File: config.mk
export PLATFORM = sky130hd
export DESIGN_NAME = mar_round
export DESIGN_NICKNAME = d
export VERILOG_FILES = /design/src/hw/rtl/multimeter_adc_to_reading_defines.svh /design/src/hw/rtl/mar_pkg.sv /design/src/hw/rtl/mar_round.sv
export SDC_FILE = /design/constraint.sdc
export NUM_CORES = 1
export LEC_CHECK = 0
export BUFFER_PORTS_ARGS = -buffer_cell sky130_fd_sc_hd__buf_2
export CAP_MARGIN = 5
export CORE_MARGIN = 3
export CORE_UTILIZATION = 54
export DETAILED_ROUTE_END_ITERATION = 12
export HOLD_SLACK_MARGIN = 0.05
export PLACE_DENSITY = 0.9
export SETUP_SLACK_MARGIN = 0.15
export SLEW_MARGIN = 20
export SYNTH_ARGS = -nofsm -noshare
export SYNTH_HDL_FRONTEND = slang
export SYNTH_SLANG_ARGS = --single-unit
File: constraint.sdc
create_clock -name i_clk -period 2.8 [get_ports i_clk]
set_clock_uncertainty 0.1 [all_clocks]
set_input_delay 0.56 -clock i_clk [delete_from_list [all_inputs] [get_ports i_clk]]
set_output_delay 0.56 -clock i_clk [all_outputs]
set_load 0.03 [all_outputs]
File: src/hw/rtl/multimeter_adc_to_reading_defines.svh
// ----------------------------------------------------------------------------
// Multimeter ADC-to-reading defines
// Assertion macros used by the file that checks the conversion pipeline.
// ----------------------------------------------------------------------------
`ifndef MULTIMETER_ADC_TO_READING_DEFINES_SVH
`define MULTIMETER_ADC_TO_READING_DEFINES_SVH

// Check cons in the same cycle as ante, clocked on i_clk, off during reset.
`define MAR_ASSERT_IMP(label, ante, cons, msg) \
    label: assert property (@(posedge i_clk) disable iff (!i_rst_n) (ante) |-> (cons)) \
        else $error(msg);

// Check cons in the cycle after ante.
`define MAR_ASSERT_NEXT(label, ante, cons, msg) \
    label: assert property (@(posedge i_clk) disable iff (!i_rst_n) (ante) |=> (cons)) \
        else $error(msg);

`endif

File: src/hw/rtl/mar_pkg.sv
// ----------------------------------------------------------------------------
// mar_pkg
// Types, widths, codes and calibration tables of the ADC-to-reading pipeline.
// ----------------------------------------------------------------------------
package mar_pkg;

    localparam int ADC_FULL_SCALE = 1024;
    localparam int FRAC_BITS      = 16;

    localparam int SAMPLE_W   = 10;
    localparam int READ_W     = 32;
    localparam int QUANT_W    = 2;
    localparam int RANGE_W    = 3;
    localparam int CFG_IDX_W  = 2;
    localparam int CFG_DATA_W = 3;
    localparam int RI_W       = 2;
    localparam int X_W        = SAMPLE_W + 1;
    localparam int CONST_W    = 27;
    localparam int NUM_W      = 38;
    localparam int MAG_W      = NUM_W - 1;
    localparam int DEN_W      = 36;
    localparam int QUO_W      = 32;
    localparam int SHIFT_IN   = QUO_W - FRAC_BITS - 1;

    localparam int FRONT_STAGES = 3;
    localparam int ROUND_STAGES = 2;
    localparam int PIPE_LAT     = FRONT_STAGES + QUO_W + ROUND_STAGES;

    localparam longint CAL_SCALE = 10000000;
    localparam longint X_SCALE   = 5 * CAL_SCALE;

    // 999.99 at FRAC_BITS, rounded half away from zero
    localparam longint OVER_Q = (longint'(99999) << (FRAC_BITS + 1)) / 100;
    localparam logic [READ_W-1:0] OVER_READ = READ_W'((OVER_Q + 1) >>> 1);

    localparam logic [READ_W-1:0] READ_MAX = {1'b0, {(READ_W-1){1'b1}}};
    localparam logic [READ_W-1:0] READ_MIN = {1'b1, {(READ_W-1){1'b0}}};

    // window limits on the main sample
    localparam logic [SAMPLE_W-1:0] V_OVER_HI = 10'd1003;
    localparam logic [SAMPLE_W-1:0] V_OVER_LO = 10'd206;
    localparam logic [SAMPLE_W-1:0] V_ZERO_LO = 10'd518;
    localparam logic [SAMPLE_W-1:0] V_ZERO_HI = 10'd524;
    localparam logic [SAMPLE_W-1:0] A_OVER_HI = 10'd810;
    localparam logic [SAMPLE_W-1:0] A_OVER_LO = 10'd200;
    localparam logic [SAMPLE_W-1:0] A_ZERO_LO = 10'd406;
    localparam logic [SAMPLE_W-1:0] A_ZERO_HI = 10'd414;
    localparam logic [X_W-1:0]      AC_GAP    = 11'd2;

    localparam logic [QUANT_W-1:0] Q_VOLT = 2'd0;
    localparam logic [QUANT_W-1:0] Q_AMP  = 2'd1;
    localparam logic [QUANT_W-1:0] Q_OHM  = 2'd2;

    localparam logic [RANGE_W-1:0] RANGE_LO     = 3'd1;
    localparam logic [RANGE_W-1:0] RANGE_HI_VI  = 3'd4;
    localparam logic [RANGE_W-1:0] RANGE_HI_OHM = 3'd3;

    localparam logic [CFG_IDX_W-1:0] CFG_QUANTITY = 2'd0;
    localparam logic [CFG_IDX_W-1:0] CFG_RANGE    = 2'd1;
    localparam logic [CFG_IDX_W-1:0] CFG_COUPLING = 2'd2;

    typedef enum logic [1:0] {
        ST_OK   = 2'd0,
        ST_OVER = 2'd1,
        ST_ZERO = 2'd2,
        ST_BAD  = 2'd3
    } t_status;

    typedef struct packed {
        logic [QUANT_W-1:0] quantity;
        logic [RANGE_W-1:0] meter_range;
        logic               coupling;
    } t_cfg;

    localparam t_cfg CFG_RST = '{quantity: Q_VOLT, meter_range: RANGE_LO, coupling: 1'b0};

    // status and sign that ride beside the division
    typedef struct packed {
        t_status status;
        logic    neg;
    } t_side;

    // slope of the calibration line, scaled by CAL_SCALE
    function automatic logic [CONST_W-1:0] cal_slope(input logic amp, input logic [RI_W-1:0] ri);
        logic [CONST_W-1:0] v;
        unique case ({amp, ri})
            3'b000:  v = 27'd59840000;
            3'b001:  v = 27'd5988400;
            3'b010:  v = 27'd587325;
            3'b011:  v = 27'd47988;
            3'b100:  v = 27'd8685700;
            3'b101:  v = 27'd900000;
            3'b110:  v = 27'd124000;
            default: v = 27'd25170000;
        endcase
        return v;
    endfunction

    // intercept of the calibration line, scaled by CAL_SCALE
    function automatic logic [CONST_W-1:0] cal_icpt(input logic amp, input logic [RI_W-1:0] ri);
        logic [CONST_W-1:0] v;
        unique case ({amp, ri})
            3'b000:  v = 27'd24785900;
            3'b001:  v = 27'd25418000;
            3'b010:  v = 27'd25144325;
            3'b011:  v = 27'd25452460;
            3'b100:  v = 27'd22630000;
            3'b101:  v = 27'd23100000;
            3'b110:  v = 27'd20100000;
            default: v = 27'd20120000;
        endcase
        return v;
    endfunction

    // AC voltage offset added to total minus sample
    function automatic logic [SAMPLE_W-1:0] volt_ofs(input logic [RI_W-1:0] ri);
        logic [SAMPLE_W-1:0] v;
        unique case (ri)
            2'd0:    v = 10'd506;
            2'd1:    v = 10'd520;
            2'd2:    v = 10'd516;
            default: v = 10'd522;
        endcase
        return v;
    endfunction

    // divider resistor, scaled by CAL_SCALE; the fourth code is never valid
    function automatic logic [CONST_W-1:0] ohm_div(input logic [RI_W-1:0] ri);
        logic [CONST_W-1:0] v;
        unique case (ri)
            2'd0:    v = 27'd4500000;
            2'd1:    v = 27'd13500000;
            2'd2:    v = 27'd100000000;
            default: v = '0;
        endcase
        return v;
    endfunction

endpackage

File: src/hw/rtl/mar_round.sv
// ----------------------------------------------------------------------------
// mar_round
// Round half away from zero, saturate, apply sign and status; 2 stages.
// ----------------------------------------------------------------------------
module mar_round (
    input  logic                                i_clk,
    input  logic                                i_rst_n,
    input  logic                                i_valid,
    input  logic [mar_pkg::QUO_W-1:0]           i_quo,
    input  mar_pkg::t_side                      i_side,
    output logic                                o_done,
    output logic signed [mar_pkg::READ_W-1:0]   o_reading,
    output logic [1:0]                          o_status
);
    import mar_pkg::*;

    logic [READ_W-1:0] n_rnd;
    logic [READ_W-1:0] n_reading;

    logic              r_rnd_valid;
    logic [READ_W-1:0] r_rnd;
    t_side             r_rnd_side;

    logic              r_done;
    logic [READ_W-1:0] r_reading;
    t_status           r_status;

    // quotient carries one extra fraction bit: add half, drop it
    assign n_rnd = READ_W'(((QUO_W+1)'(i_quo) + (QUO_W+1)'(1)) >> 1);

    always_ff @(posedge i_clk) begin
        if (!i_rst_n) begin
            r_rnd_valid <= 1'b0;
        end else begin
            r_rnd_valid <= i_valid;
        end
    end

    always_ff @(posedge i_clk) begin
        r_rnd      <= n_rnd;
        r_rnd_side <= i_side;
    end

    always_comb begin
        n_reading = '0;
        unique case (r_rnd_side.status)
            ST_OK: begin
                if (r_rnd[READ_W-1]) begin
                    n_reading = r_rnd_side.neg ? READ_MIN : READ_MAX;
                end else begin
                    n_reading = r_rnd_side.neg ? READ_W'(-r_rnd) : r_rnd;
                end
            end
            ST_OVER: n_reading = OVER_READ;
            ST_ZERO: n_reading = '0;
            ST_BAD:  n_reading = '0;
        endcase
    end

    always_ff @(posedge i_clk) begin
        if (!i_rst_n) begin
            r_done <= 1'b0;
        end else begin
            r_done <= r_rnd_valid;
        end
    end

    always_ff @(posedge i_clk) begin
        r_reading <= n_reading;
        r_status  <= r_rnd_side.status;
    end

    assign o_done    = r_done;
    assign o_reading = $signed(r_reading);
    assign o_status  = r_status;

endmodule

# ---- Yosys cells after proc, flatten, opt, wreduce, memory -nomap -nowiden
# Index checks and enable logic that the tools add are counted.
# Widths: inputs -> output; s select.
dict set report classes {
  n_addsub 2
  eq_ne 3
  muxes 4
  n_reduce_logical 2
}
# cell count
set op_table {}
lappend op_table {{$mux 32} 3}
lappend op_table {{$pmux 32 s3} 1}
lappend op_table {{$add 32x1->33 const B} 1}
lappend op_table {{$neg 32->32} 1}
lappend op_table {{$eq 2x2->1 const B} 2}
lappend op_table {{$eq 2x1->1 const B} 1}
lappend op_table {{$logic_not 2->1} 1}
lappend op_table {{$reduce_or 2->1} 1}
dict set report totals {
  regBits 71
  input_bits 38
  out_inout_bits 35
  word_cells 18
}

# ---- Logic depth before layout (Yosys ltp)
dict set report depth {
  ltp_word 4
  ltp_mapped 6
  depth_no_buf 6
}

# ---- Worst setup path after synthesis
# OpenSTA, ideal clock, no wires.
dict set report synth_path {
  path_type {reg2reg}
  from {reg r_rnd[25]}
  to {reg r_reading[30] (netlist: o_reading[30])}
  setup_ns 0.074
  arrival_time_ns 1.911
  t_required_ns 2.626
  slack_ns 0.715
  path_stages_with_launch 5
  path_buffers 0
  synth_period_minus_slack_ns 2.085
  path_cell_list {dfxtp_1 or4_4 or4_4 or4_1 a31oi_1}
}
dict set report synth_between {
  elab_chain_len 4
}
# element line
set synth_rtl {}
lappend synth_rtl {{start, declared} mar_round.sv:21} ;# logic [READ_W-1:0] r_rnd;
lappend synth_rtl {{start signal, assigned} mar_round.sv:40} ;# r_rnd <= n_rnd;
lappend synth_rtl {{$neg 32->32} mar_round.sv:51} ;# n_reading = r_rnd_side.neg ? READ_W'(-r_rnd) : r_rnd;
lappend synth_rtl {{$mux 32} mar_round.sv:51}
lappend synth_rtl {{$mux 32} mar_round.sv:48} ;# if (r_rnd[READ_W-1]) begin
lappend synth_rtl {{$pmux 32 s3} mar_round.sv:46} ;# unique case (r_rnd_side.status)
lappend synth_rtl {{via n_reading[30]} mar_round.sv:18} ;# logic [READ_W-1:0] n_reading;
lappend synth_rtl {{end signal, assigned} mar_round.sv:69} ;# r_reading <= n_reading;
lappend synth_rtl {{end, declared} mar_round.sv:25} ;# logic [READ_W-1:0] r_reading;
# The timed path passes the listed nets, and every way through them passes these cells.
# A chain may end at the register's enable or synchronous reset.

# ---- Final worst setup path
dict set report layout_path {
  from {reg r_rnd[1]}
  to {reg r_reading[16] (netlist: o_reading[16])}
}
# Same word-level chain as after synthesis.

==> results by group <==
Route
  – Antenna-violating nets left: 0
  – Drt pass-1 iters: 7
  – DRT Wirelength: 9134 um
  – DRT iter0 DRCs: 458
  – Residual DRC count: 0
  – DR vias/cell: 6.318
  – Vias: 3481
  – Wire per inst: 16.58 um

Layout
  – Cell Count, Final, Fillers Out: 551
  – Antenna diode count: 0
  – Area Growth Syn to Fin: 18.43%
  – Cell area after layout: 0.004076 mm^2
  – Layout cells sized above 1: 23.32%
  – # nets final: 511
  – Core Util, Final: 67.26%
  – Register Area: 0.001421 mm^2
  – Footprint of the multi-input gates: 0.001887 mm^2
  – Filler cell count in the final layout: 495

Critical path
  – Reg2reg setup slack: 480 ps
  – Crit path to: o_reading[16]
  – Required @ worst endpoint: 2910 ps
  – Critical path class: flop to flop
  – Worst Path Arrival: 2430 ps
  – R2R depth: 6
  – Slowest CP cell: a2111oi_0
  – Critical-path cell list: inv_1 > ha_1 > nor3b_2 > nand4_1 > o31a_1 > a2111oi_0
  – R2R Path Start: r_rnd[1]
  – Worst Setup SP: r_rnd[1]
  – CP endpoint kind: flop
  – CP max stage delay: 430 ps
  – CP startpoint kind: flop
  – Crit Reg-Reg Endpoint: o_reading[16]
  – CP max FO: 7

Logic synthesis
  – #FFs+latches synth: 71
  – Synth top area cells: dfxtp_1, xnor2_1, nor2_1
  – Distinct cells, synth: 54
  – Share of async-settable or async-resettable flops after synthesis: 0%
  – Most frequent cell after synthesis: dfxtp_1
  – Number of synthesized flops with an enable pin: 0
  – Yosys top cell by area: dfxtp_1
  – Commonest cells in the netlist: dfxtp_1, nor2_1, xnor2_1
  – Yosys warns: 0
  – Synth Net Count: 437
  – Syn_area_per_cell: 8.670 um^2
  – Syn Std Cell Area: 0.003442 mm^2
  – Sequential fraction of the synthesis area: 41.29%
  – Share of the synthesized area in the top cell type: 41.29%
  – Cell count after synthesis: 397
  – Ys flop type: dfxtp_1

Placed design
  – Placed Area: 0.003900 mm^2
  – Worst slack at placement: 345.9 ps
  – IO buf count: 72
  – Placed Instances: 535
  – DP HPWL: 6814 um
  – RePlAce Congestion: 0.9252

STA
  – Crit path time final: 2322 ps
  – TNS Setup: 0 ps
  – Hold slack: 210.2 ps
  – Hold Fails Final Rpt: 0
  – Worst-margin pin slew: 693.5 ps
  – Setup ws final: 478.4 ps
  – Max_slew headroom: 53.71%
  – Max Clock Freq: 430.7 MHz
  – Unrepaired setup endpoints after global routing: false
  – Setup Viol. Count Final: 0
  – Period utilization: 82.92%
  – Slew Limit Fails: 0

Die
  – Die Y: 85.84 um
  – Core Area: 0.006061 mm^2
  – Row cnt: 28
  – Top-level I/O count: 73
  – Die W: 85.84 um
  – Total die area: 0.007369 mm^2
  – Initial Utilization: 56.79%

Clocking
  – Depth of the CTS H-tree: 3
  – CTS Root Cell: clkbuf_8
  – CTS Hold Bufs: 0
  – Clock Sinks: 71
  – Post-CTS sizing: 0
  – Clock Latency Late Sink: 350 ps
  – Setup Buffers After CTS: 0
  – Reg clk slew, reported paths: 70 ps
  – CTS tree: yes
  – Cts bufs inserted: 9
  – Max clock buf depth: 2

Hold path
  – HP Class: primary input to flop

Global routing
  – Wire length of the first global-routing pass: 14950 um
  – Initial antenna violation count: 0
  – Grt total ovfl: 0
  – Vias in the first global route: 3111
  – Overall routing resource usage: 25.76%
  – Largest net degree at the start of global routing: 28

Power
  – LEAKAGE: 1.680 nW
  – Pwr dens: 529.6 mW/mm^2
  – Total chip power: 2.159 mW
  – Worst vdd ir: 0.3233 mV

Flow run
  – Max_cap viols: 0

Status
  – Status: complete, no violations
logic make-up (layout without fill, tap and decap cells):
group           count (synthesis)  after routing  synth area share, %
simple gates                  173            173                28.06
xor+xnor                       31             31                7.888
flops                          71             71                41.29
buf+inv                        34            113                4.035
fa+ha+maj                       2              2               0.7269
compound gates                 84             84                17.38
mux                             2              2               0.6179
power by group:
group	switching, mW	internal, mW
logic	0.199	0.120
registers	0.0577	1.07
clock network	0.389	0.322
total	0.646	1.51
area by class of cell:
cell class / count / area share (%)
repair buffers: 85 / 11.23
multi-input cells: 292 / 46.29
flip-flops and latches: 71 / 34.87
well taps: 75 / 2.302
clock buffers: 9 / 3.039
clock inverters: 7 / 1.166
inverters: 12 / 1.105
per-layer routing:
layer | vias to the layer above | global-route usage [%] | wire length [um]
met2 | 224 | 40.75 | 4151
met3 | 25 | 6.340 | 914
met5 | - | 0 | 0
li1 | 1657 | - | -
met1 | 1575 | 34.25 | 3859
met4 | 0 | 9.209 | 209
worst max-delay path, delay by kind of cell (launching register included):
family / cells / cell delay (ps)
buffers and inverters: 1 / 70
DFF: 1 / 350
and+or+nand+nor: 2 / 660
adders and majority gates: 1 / 220
AOI/OAI and AO/OA: 2 / 770
registers in the layout (all words and copies together), names as in the netlist:
signal and flops:
o_done 1, r_rnd 32, r_rnd_side 3, o_reading 32
r_rnd_valid 1, o_status 2
layout by cell type, fill, tap and decap left out, types with 4 or more instances in the layout:
cell type,n
and3_1,8
nor4_1,13
buf_4,13
xor2_1,8
buf_2,72
o21ai_0,14
a21oi_1,14
a31oi_1,10
nor3_1,18
clkbuf_8,9
or3_1,7
or4_1,10
inv_1,12
nor2_1,35
nand4_1,17
a211oi_1,7
o311ai_0,6
dfxtp_1,71
o31ai_1,4
nand3_1,19
a2111oi_0,4
and2_1,5
a21o_1,4
xnor2_1,23
nand2_1,19
how the worst min path moves through the flow:
stage	startpoint	slack [ps]	end	cells past startpoint
finish	i_side[1]	210	r_rnd_side[1]	1
global route	i_side[2]	200	r_rnd_side[2]	1
CTS	i_side[1]	200	r_rnd_side[1]	1
detailed placement	r_rnd_valid	320	o_done	1
global placement	r_rnd_valid	320	o_done	1
floorplan	r_rnd_side[2]	230	o_status[1]	0
(Power assumes the default switching activity.)
