===== src/hw/rtl/multimeter_adc_to_reading_defines.svh =====
// ----------------------------------------------------------------------------
// Multimeter ADC-to-reading defines
// Assertion macros used by the file that checks the conversion pipeline.
// ----------------------------------------------------------------------------
`ifndef MULTIMETER_ADC_TO_READING_DEFINES_SVH
`define MULTIMETER_ADC_TO_READING_DEFINES_SVH

// Check cons in the same cycle as ante, clocked on i_clk, off during reset.
`define MAR_ASSERT_IMP(label, ante, cons, msg) \
    label: assert property (@(posedge i_clk) disable iff (!i_rst_n) (ante) |-> (cons)) \
        else $error(msg);

// Check cons in the cycle after ante.
`define MAR_ASSERT_NEXT(label, ante, cons, msg) \
    label: assert property (@(posedge i_clk) disable iff (!i_rst_n) (ante) |=> (cons)) \
        else $error(msg);

`endif


===== src/hw/rtl/mar_pkg.sv =====
// ----------------------------------------------------------------------------
// mar_pkg
// Types, widths, codes and calibration tables of the ADC-to-reading pipeline.
// ----------------------------------------------------------------------------
package mar_pkg;

    localparam int ADC_FULL_SCALE = 1024;
    localparam int FRAC_BITS      = 16;

    localparam int SAMPLE_W   = 10;
    localparam int READ_W     = 32;
    localparam int QUANT_W    = 2;
    localparam int RANGE_W    = 3;
    localparam int CFG_IDX_W  = 2;
    localparam int CFG_DATA_W = 3;
    localparam int RI_W       = 2;
    localparam int X_W        = SAMPLE_W + 1;
    localparam int CONST_W    = 27;
    localparam int NUM_W      = 38;
    localparam int MAG_W      = NUM_W - 1;
    localparam int DEN_W      = 36;
    localparam int QUO_W      = 32;
    localparam int SHIFT_IN   = QUO_W - FRAC_BITS - 1;

    localparam int FRONT_STAGES = 3;
    localparam int ROUND_STAGES = 2;
    localparam int PIPE_LAT     = FRONT_STAGES + QUO_W + ROUND_STAGES;

    localparam longint CAL_SCALE = 10000000;
    localparam longint X_SCALE   = 5 * CAL_SCALE;

    // 999.99 at FRAC_BITS, rounded half away from zero
    localparam longint OVER_Q = (longint'(99999) << (FRAC_BITS + 1)) / 100;
    localparam logic [READ_W-1:0] OVER_READ = READ_W'((OVER_Q + 1) >>> 1);

    localparam logic [READ_W-1:0] READ_MAX = {1'b0, {(READ_W-1){1'b1}}};
    localparam logic [READ_W-1:0] READ_MIN = {1'b1, {(READ_W-1){1'b0}}};

    // window limits on the main sample
    localparam logic [SAMPLE_W-1:0] V_OVER_HI = 10'd1003;
    localparam logic [SAMPLE_W-1:0] V_OVER_LO = 10'd206;
    localparam logic [SAMPLE_W-1:0] V_ZERO_LO = 10'd518;
    localparam logic [SAMPLE_W-1:0] V_ZERO_HI = 10'd524;
    localparam logic [SAMPLE_W-1:0] A_OVER_HI = 10'd810;
    localparam logic [SAMPLE_W-1:0] A_OVER_LO = 10'd200;
    localparam logic [SAMPLE_W-1:0] A_ZERO_LO = 10'd406;
    localparam logic [SAMPLE_W-1:0] A_ZERO_HI = 10'd414;
    localparam logic [X_W-1:0]      AC_GAP    = 11'd2;

    localparam logic [QUANT_W-1:0] Q_VOLT = 2'd0;
    localparam logic [QUANT_W-1:0] Q_AMP  = 2'd1;
    localparam logic [QUANT_W-1:0] Q_OHM  = 2'd2;

    localparam logic [RANGE_W-1:0] RANGE_LO     = 3'd1;
    localparam logic [RANGE_W-1:0] RANGE_HI_VI  = 3'd4;
    localparam logic [RANGE_W-1:0] RANGE_HI_OHM = 3'd3;

    localparam logic [CFG_IDX_W-1:0] CFG_QUANTITY = 2'd0;
    localparam logic [CFG_IDX_W-1:0] CFG_RANGE    = 2'd1;
    localparam logic [CFG_IDX_W-1:0] CFG_COUPLING = 2'd2;

    typedef enum logic [1:0] {
        ST_OK   = 2'd0,
        ST_OVER = 2'd1,
        ST_ZERO = 2'd2,
        ST_BAD  = 2'd3
    } t_status;

    typedef struct packed {
        logic [QUANT_W-1:0] quantity;
        logic [RANGE_W-1:0] meter_range;
        logic               coupling;
    } t_cfg;

    localparam t_cfg CFG_RST = '{quantity: Q_VOLT, meter_range: RANGE_LO, coupling: 1'b0};

    // status and sign that ride beside the division
    typedef struct packed {
        t_status status;
        logic    neg;
    } t_side;

    // slope of the calibration line, scaled by CAL_SCALE
    function automatic logic [CONST_W-1:0] cal_slope(input logic amp, input logic [RI_W-1:0] ri);
        logic [CONST_W-1:0] v;
        unique case ({amp, ri})
            3'b000:  v = 27'd59840000;
            3'b001:  v = 27'd5988400;
            3'b010:  v = 27'd587325;
            3'b011:  v = 27'd47988;
            3'b100:  v = 27'd8685700;
            3'b101:  v = 27'd900000;
            3'b110:  v = 27'd124000;
            default: v = 27'd25170000;
        endcase
        return v;
    endfunction

    // intercept of the calibration line, scaled by CAL_SCALE
    function automatic logic [CONST_W-1:0] cal_icpt(input logic amp, input logic [RI_W-1:0] ri);
        logic [CONST_W-1:0] v;
        unique case ({amp, ri})
            3'b000:  v = 27'd24785900;
            3'b001:  v = 27'd25418000;
            3'b010:  v = 27'd25144325;
            3'b011:  v = 27'd25452460;
            3'b100:  v = 27'd22630000;
            3'b101:  v = 27'd23100000;
            3'b110:  v = 27'd20100000;
            default: v = 27'd20120000;
        endcase
        return v;
    endfunction

    // AC voltage offset added to total minus sample
    function automatic logic [SAMPLE_W-1:0] volt_ofs(input logic [RI_W-1:0] ri);
        logic [SAMPLE_W-1:0] v;
        unique case (ri)
            2'd0:    v = 10'd506;
            2'd1:    v = 10'd520;
            2'd2:    v = 10'd516;
            default: v = 10'd522;
        endcase
        return v;
    endfunction

    // divider resistor, scaled by CAL_SCALE; the fourth code is never valid
    function automatic logic [CONST_W-1:0] ohm_div(input logic [RI_W-1:0] ri);
        logic [CONST_W-1:0] v;
        unique case (ri)
            2'd0:    v = 27'd4500000;
            2'd1:    v = 27'd13500000;
            2'd2:    v = 27'd100000000;
            default: v = '0;
        endcase
        return v;
    endfunction

endpackage


===== src/hw/rtl/mar_front.sv =====
// ----------------------------------------------------------------------------
// mar_front
// Window checks, operand select and numerator/denominator build; 3 stages.
// ----------------------------------------------------------------------------
module mar_front (
    input  logic                            i_clk,
    input  logic                            i_rst_n,
    input  logic                            i_valid,
    input  logic [mar_pkg::SAMPLE_W-1:0]    i_sample,
    input  logic [mar_pkg::SAMPLE_W-1:0]    i_total_sample,
    input  mar_pkg::t_cfg                   i_cfg,
    output logic                            o_valid,
    output logic [mar_pkg::MAG_W-1:0]       o_mag,
    output logic [mar_pkg::DEN_W-1:0]       o_den,
    output mar_pkg::t_side                  o_side
);
    import mar_pkg::*;

    logic [RI_W-1:0]  ri;
    logic             vi_range_ok;
    logic             ohm_range_ok;
    logic             v_over;
    logic             v_zero;
    logic             a_over;
    logic             a_zero;
    logic             ac_quiet;
    logic             ohm_open;
    logic [X_W-1:0]   ac_x;
    logic [X_W-1:0]   ohm_gap;

    t_side            n_a_side;
    logic [X_W-1:0]   n_a_x;
    logic             n_a_amp;
    logic             n_a_ohm;
    logic [DEN_W-1:0] n_a_den;

    logic             r_a_valid;
    t_side            r_a_side;
    logic [X_W-1:0]   r_a_x;
    logic [RI_W-1:0]  r_a_ri;
    logic             r_a_amp;
    logic             r_a_ohm;
    logic [DEN_W-1:0] r_a_den;

    logic [NUM_W-1:0] n_b_num;
    logic             r_b_valid;
    t_side            r_b_side;
    logic [NUM_W-1:0] r_b_num;
    logic [DEN_W-1:0] r_b_den;

    logic             r_c_valid;
    t_side            r_c_side;
    logic [MAG_W-1:0] r_c_mag;
    logic [DEN_W-1:0] r_c_den;

    // ---- stage A: classify the sample and pick the operand ----
    assign ri           = RI_W'(i_cfg.meter_range - RANGE_LO);
    assign vi_range_ok  = (i_cfg.meter_range >= RANGE_LO) && (i_cfg.meter_range <= RANGE_HI_VI);
    assign ohm_range_ok = (i_cfg.meter_range >= RANGE_LO) && (i_cfg.meter_range <= RANGE_HI_OHM);
    assign v_over       = (i_sample >= V_OVER_HI) || (i_sample <= V_OVER_LO);
    assign v_zero       = (i_sample >= V_ZERO_LO) && (i_sample <= V_ZERO_HI);
    assign a_over       = (i_sample >= A_OVER_HI) || (i_sample <= A_OVER_LO);
    assign a_zero       = (i_sample >= A_ZERO_LO) && (i_sample <= A_ZERO_HI);
    assign ac_quiet     = X_W'(i_total_sample) <= (X_W'(i_sample) + AC_GAP);
    assign ohm_open     = X_W'(i_sample) >= X_W'(ADC_FULL_SCALE);
    assign ac_x         = X_W'(i_total_sample) - X_W'(i_sample) + X_W'(volt_ofs(ri));
    assign ohm_gap      = X_W'(ADC_FULL_SCALE) - X_W'(i_sample);

    always_comb begin
        n_a_side = '{status: ST_OK, neg: 1'b0};
        n_a_x    = X_W'(i_sample);
        n_a_amp  = 1'b0;
        n_a_ohm  = 1'b0;
        unique case (i_cfg.quantity)
            Q_VOLT: begin
                priority if (!vi_range_ok) begin
                    n_a_side.status = ST_BAD;
                end else if (v_over) begin
                    n_a_side.status = ST_OVER;
                end else if (v_zero) begin
                    n_a_side.status = ST_ZERO;
                end else if (!i_cfg.coupling) begin
                    n_a_x = X_W'(i_sample);
                end else if (ac_quiet) begin
                    n_a_side.status = ST_ZERO;
                end else begin
                    n_a_x = ac_x;
                end
            end
            Q_AMP: begin
                n_a_amp = 1'b1;
                priority if (!vi_range_ok) begin
                    n_a_side.status = ST_BAD;
                end else if (a_over) begin
                    n_a_side.status = ST_OVER;
                end else if (a_zero) begin
                    n_a_side.status = ST_ZERO;
                end else begin
                    n_a_x = i_cfg.coupling ? X_W'(i_total_sample) : X_W'(i_sample);
                end
            end
            Q_OHM: begin
                n_a_ohm = 1'b1;
                priority if (!ohm_range_ok) begin
                    n_a_side.status = ST_BAD;
                end else if (ohm_open) begin
                    n_a_side.status = ST_OVER;
                end else begin
                    n_a_x = X_W'(i_sample);
                end
            end
            default: begin
                n_a_side.status = ST_BAD;
            end
        endcase
    end

    // slope scaled to the ADC full scale, or the divider's lower leg
    assign n_a_den = n_a_ohm ? DEN_W'(DEN_W'(CAL_SCALE) * DEN_W'(ohm_gap))
                             : DEN_W'(DEN_W'(cal_slope(n_a_amp, ri)) * DEN_W'(ADC_FULL_SCALE));

    always_ff @(posedge i_clk) begin
        if (!i_rst_n) begin
            r_a_valid <= 1'b0;
        end else begin
            r_a_valid <= i_valid;
        end
    end

    always_ff @(posedge i_clk) begin
        r_a_side <= n_a_side;
        r_a_x    <= n_a_x;
        r_a_ri   <= ri;
        r_a_amp  <= n_a_amp;
        r_a_ohm  <= n_a_ohm;
        r_a_den  <= n_a_den;
    end

    // ---- stage B: numerator, signed ----
    assign n_b_num = r_a_ohm ? NUM_W'(NUM_W'(ohm_div(r_a_ri)) * NUM_W'(r_a_x))
                             : NUM_W'(NUM_W'(r_a_x) * NUM_W'(X_SCALE)
                                      - NUM_W'(cal_icpt(r_a_amp, r_a_ri))
                                        * NUM_W'(ADC_FULL_SCALE));

    always_ff @(posedge i_clk) begin
        if (!i_rst_n) begin
            r_b_valid <= 1'b0;
        end else begin
            r_b_valid <= r_a_valid;
        end
    end

    always_ff @(posedge i_clk) begin
        r_b_side <= r_a_side;
        r_b_num  <= n_b_num;
        r_b_den  <= r_a_den;
    end

    // ---- stage C: split into sign and magnitude ----
    always_ff @(posedge i_clk) begin
        if (!i_rst_n) begin
            r_c_valid <= 1'b0;
        end else begin
            r_c_valid <= r_b_valid;
        end
    end

    always_ff @(posedge i_clk) begin
        r_c_side.status <= r_b_side.status;
        r_c_side.neg    <= r_b_num[NUM_W-1];
        r_c_mag         <= r_b_num[NUM_W-1] ? MAG_W'(-r_b_num) : MAG_W'(r_b_num);
        r_c_den         <= r_b_den;
    end

    assign o_valid = r_c_valid;
    assign o_mag   = r_c_mag;
    assign o_den   = r_c_den;
    assign o_side  = r_c_side;

endmodule


===== config.mk =====
export PLATFORM = sky130hd
export DESIGN_NAME = mar_front
export DESIGN_NICKNAME = d
export VERILOG_FILES = /design/src/hw/rtl/multimeter_adc_to_reading_defines.svh /design/src/hw/rtl/mar_pkg.sv /design/src/hw/rtl/mar_front.sv
export SDC_FILE = /design/constraint.sdc
export NUM_CORES = 1
export LEC_CHECK = 0
export BUFFER_PORTS_ARGS = -buffer_cell sky130_fd_sc_hd__buf_4
export CORE_UTILIZATION = 55
export DETAILED_ROUTE_END_ITERATION = 8
export PLACE_DENSITY = 0.81
export SETUP_SLACK_MARGIN = 0.4
export SLEW_MARGIN = 20
export SYNTH_ARGS = -nofsm -noshare
export SYNTH_HDL_FRONTEND = slang
export SYNTH_SLANG_ARGS = --single-unit

===== constraint.sdc =====
create_clock -name i_clk -period 17.3 [get_ports i_clk]
set_clock_uncertainty 0.2 [all_clocks]
set_input_delay 1.73 -clock i_clk [delete_from_list [all_inputs] [get_ports i_clk]]
set_output_delay 1.73 -clock i_clk [all_outputs]
set_load 0.02 [all_outputs]

Word level (Yosys, flattened, before mapping)
Index checks and enable logic that the tools add are counted.
Word-level totals
  memories kept: 0
  memory bits (read-only): 0
  bits in latches: 0
  flip-flop bits (word level): 208
  word-level logic and storage cells: 98
  bits of input ports: 29
  memory bits (writable): 0
Operators by class
  divide/modulo/power cells: 0
  bitwise gates (word level): 0
  eq/ne operators: 18
  multiply operators: 3
  magnitude comparators: 12
  reduce and logical (&&, ||, !) cells: 11
  shifts and indexed selects: 0
  add/subtract/negate cells: 7
  mux-type cells: 29
Operator list (count)
  26-bit one-hot mux with 7 select lines: 1
  24-bit one-hot mux with 7 select lines: 1
  27-bit one-hot mux with 3 select lines: 1
  11-bit two-way mux: 5
  10-bit two-way mux: 4
  27-bit by 11-bit multiplier with 38-bit output: 1
  38-bit two-way mux: 1
  37-bit by 37-bit subtractor with 38-bit output: 1
  37-bit two-way mux: 1
  37-bit negator: 1
  35-bit two-way mux: 1
  10-bit >= comparator (second input constant): 3
  11-bit by 19-bit multiplier with 30-bit output (second input constant): 1
  10-bit one-hot mux with 3 select lines: 1
  17-bit by 11-bit multiplier with 28-bit output (first input constant): 1
  11-bit one-hot mux with 2 select lines: 1
  10-bit by 8-bit <= comparator with 1-bit output (second input constant): 2
  3-bit equality test (second input constant): 6
  2-bit two-way mux: 9
  3-bit by 2-bit equality test with 1-bit output (second input constant): 4
  10-bit by 2-bit adder with 11-bit output (second input constant): 1
  11-bit by 10-bit adder with 11-bit output: 1
  10-bit by 11-bit <= comparator with 1-bit output: 1
  10-bit by 10-bit subtractor with 11-bit output: 1
  other kinds (17): 30

Logic depth before layout (Yosys ltp)
  word-level depth: 10
  mapped depth: 30
  mapped depth without buffers: 30

Worst setup path after synthesis
OpenSTA, ideal clock, no wires.
  path kind: input port to flip-flop
  from: input port i_sample[1] (netlist name)
  to: register r_a_den[34]
  setup time: 86 ps
  arrival: 7327 ps
  buffers on the path: 0
  slack: 9688 ps
  stages on the path: 24
  path through: inv_1 ha_1 nand2_1 nor2_1 nand2_1 nor3b_1 ha_1 inv_1 fa_1 inv_1 fa_1 inv_1 fa_1 inv_1 fa_1 ha_1 and3_1 a211o_1 a31oi_1 o211a_1 nor3_1 a311oi_1 nor2_1 a211oi_1
On the way
  word-level cells in the longest chain between the ends: 3
RTL lines
  from (decl): line mar_front.sv:9  | input logic [mar_pkg::SAMPLE_W-1:0] i_sample,
  11-bit by 10-bit subtractor with 11-bit output: line mar_front.sv:67  | assign ohm_gap = X_W'(ADC_FULL_SCALE) - X_W'(i_sample);
  17-bit by 11-bit multiplier with 28-bit output: line mar_front.sv:119  | assign n_a_den = n_a_ohm ? DEN_W'(DEN_W'(CAL_SCALE) * DEN_W'(ohm_gap))
  35-bit two-way mux: line mar_front.sv:119
  named net n_a_den[34]: line mar_front.sv:35  | logic [DEN_W-1:0] n_a_den;
  to (signal assigned): line mar_front.sv:136  | r_a_den <= n_a_den;
  to (decl): line mar_front.sv:43  | logic [DEN_W-1:0] r_a_den;
The timed path passes the listed nets, and every way through them passes these cells.
A chain may end at the register's enable or synchronous reset.

Final worst setup path
Same ends and word-level chain as after synthesis.

==> metrics.md <==
| Metric | Value |
|---|---|
| Outcome | finished clean |
| Beginning of the worst hold path | r_a_den[23] |
| Iteration-0 DRC Markers | 1006 |
| Router iterations before antenna repair | 6 |
| Tcrit/Tclk final | 46.6% |
| Routed via count | 15200 |
| Hold path depth | 0 |
| Total GRT Usage | 27.1% |
| R2R depth | 26 |
| Reg clk slew, reported paths | 0.08 ns |
| Final instance area | 0.0221 mm² |
| Die area | 0.0379 mm² |
| Fin Hold WS | 0.125 ns |
| DIE WIDTH | 195 µm |
| Initial antenna violation count | 0 |
| Post-synth design cell area | 0.0204 mm² |
| # DRC | 0 |
| Number of H-tree levels | 4 |
| DP HPWL | 42500 µm |
| Crit path time final | 8.06 ns |
| Final-stage net count | 2836 |
| Worst-margin pin slew | 1.00 ns |
| Wire per inst | 18.6 µm |
| Diode count | 0 |
| Grt total ovfl | 0 |
| Slew Limit Fails | 0 |
| Synth unique cells | 74 |
| Worst r2r src | r_a_x[9] |
| Remaining antenna violation count after routing | 0 |
| Clk root buf | clkbuf_16 |
| Top cells by area, synth | fa_1 25%, ha_1 20%, dfxtp_1 17% |
| Gate Count Post-Synth | 2146 |
| YS warnings | 0 |
| CP Max Fanout | 9 |
| Fin. Hold Viols | 0 |
| Syn Area/Cell | 9.51 µm² |
| Clock Sink Count | 177 |
| Required time of the critical path | 17.45 ns |
| Most common cell after layout, fill and taps aside | inv_1 |
| Area occupied by multi-input gates | 0.0151 mm² |
| Worst Setup End Kind | flop |
| Placed Instance Area | 0.0215 mm² |
| Starting density of the core | 55.9% |
| RSZ-0062 raised after global routing | no |
| Post-synthesis register bit count | 177 |
| Top Ports | 106 |
| Area leader, netlist | fa_1 |
| Resize count post-CTS | 0 |
| Core Rows | 70 |
| Clock buffer depth | 2 |
| Setup TNS | 0 ns |
| Uppermost layer routed | met4 |
| Max_slew headroom | 33.0% |
| Sequential area share after synthesis | 17.4% |
| Max Cap Violations | 0 |
| Wl on met1 | 20700 µm |
| Core area | 0.0365 mm² |
| Worst setup path class | primary input to flop |
| CTS tree | done |
| Met3 wire length | 2520 µm |
| Routability cong. | 0.920 |
| Area Growth Syn to Fin | 8.19% |
| Worst-skew pair later-pin latency | 0.43 ns |
| Finish-stage setup viols | 0 |
| Max frequency | 0.124 GHz |
| Avg Vias per Cell | 5.64 |
| RR Endpoint | r_b_num[36] |
| Share of layout cells above drive strength 1 | 6.65% |
| Hold endpoint | r_b_den[23] |
| Fillers | 2996 |
| Crit path launch type | primary input |
| Reg2Reg Setup Slack | 9.36 ns |
| Routed WL | 50100 µm |
| Post-synth EDFFs | 0 |
| Most used DFF post-synth | dfxtp_1 |
| # hold bufs at CTS | 0 |
| Die height | 195 µm |
| Worst hold path class | flop to flop |
| Most frequent cells in the layout | 403 x inv_1, 334 x ha_1, 259 x fa_1 |
| Met2 Wirelength | 25000 µm |
| Port Buffer Count | 93 |
| Post-CTS setup buffers | 0 |
| Pin count of the biggest net entering global routing | 61 |
| First-pass GRT wire length | 81000 µm |
| Worst EP arrival | 8.22 ns |
| Reg area | 0.00355 mm² |
| TritonCTS Buffers | 17 |
| Async S/R FF share, synth | 0% |
| Top cell type's share of synthesized area | 25.4% |
| Vias in the first global route | 15800 |
flip-flops by register name, indices dropped and copies added, names as in the netlist:
signal / count
o_den: 29
o_mag: 32
o_side: 3
o_valid: 1
r_a_amp: 1
r_a_den: 29
r_a_ohm: 1
r_a_ri: 2
r_a_side: 2
r_a_valid: 1
r_a_x: 11
r_b_den: 29
r_b_num: 33
r_b_side: 2
r_b_valid: 1
routing by layer:
| layer | vias to the layer above | global-route usage [%] |
|---|---|---|
| li1 | 7168 | - |
| met1 | 7412 | 34.0 |
| met2 | 510 | 47.5 |
| met3 | 104 | 3.24 |
| met4 | 0 | 10.7 |
| met5 | - | 0 |
cells in the mapped netlist (12+ instances only):
library cell / count
a211oi_1: 16
a31oi_1: 15
and2_1: 36
nand2b_1: 13
nor2b_1: 21
nor3_1: 27
a21oi_1: 103
inv_1: 403
o21bai_1: 23
dfxtp_1: 177
a21o_1: 49
xnor2_1: 103
nand2_1: 82
clkbuf_1: 39
buf_4: 12
o21a_1: 15
o21ai_0: 86
xor2_1: 39
or3_1: 13
nand3_1: 23
ha_1: 334
o31ai_1: 13
fa_1: 259
nor2_1: 111
how the worst max path moves through the flow:
| stage | from | endpoint | cells after the start |
|---|---|---|---|
| finish | i_sample[1] | r_a_den[34] | 25 |
| global route | i_sample[1] | r_a_den[34] | 25 |
| CTS | i_sample[1] | r_a_den[34] | 25 |
| detailed placement | i_sample[1] | r_a_den[34] | 25 |
| global placement | i_sample[1] | r_a_den[34] | 25 |
| floorplan | i_sample[1] | r_a_den[34] | 24 |
stage by stage:
stage	util (%)	instances	setup slack (ns)
final	60.5	2695	9.24
after floorplan	-	2157	9.69
after CTS	60.4	2695	9.33
after global routing	60.5	2695	8.76
after detailed placement	58.8	2663	8.89
after global placement	58.8	2663	8.98
critical path: stages:
cell	delay, ns
buf_4	0.15
inv_1	0.25
ha_1	0.25
nand2_1	0.07
nor2_1	0.20
nand2_1	0.12
nor3b_1	0.83
ha_1	0.29
inv_1	0.07
fa_1	0.48
inv_1	0.05
fa_1	0.51
inv_1	0.06
fa_1	0.50
inv_1	0.05
fa_1	0.48
ha_1	0.36
and3_1	0.21
a211o_1	0.30
a31oi_1	0.33
o211a_1	0.19
nor3_1	0.08
a311oi_1	0.35
nor2_1	0.09
a211oi_1	0.22
kinds of logic (layout without fill, tap and decap cells):
| group | count (synthesis) | after routing | share of synthesized area (%) |
|---|---|---|---|
| AOI/OAI and AO/OA | 391 | 391 | 12.4 |
| and+or+nand+nor | 371 | 371 | 8.97 |
| DFF | 177 | 177 | 17.4 |
| buffers and inverters | 459 | 529 | 8.67 |
| adders and majority gates | 594 | 594 | 45.9 |
| xor gates and xnor gates | 142 | 142 | 6.09 |
| other | 1 | 12 | 0.0184 |
| muxes | 11 | 11 | 0.558 |
layout make-up:
cell class / count / area share [%]
sequential: 177 / 16.1
inverter: 403 / 6.85
multi-input combinational: 1521 / 68.6
tap: 468 / 2.65
clock inverter: 15 / 0.759
clock buffer: 17 / 1.93
timing repair buffer: 94 / 3.20
Power is left out: the tool's default activity adds up to more than one toggle a clock period on the data nets, which glitch-free logic cannot reach.
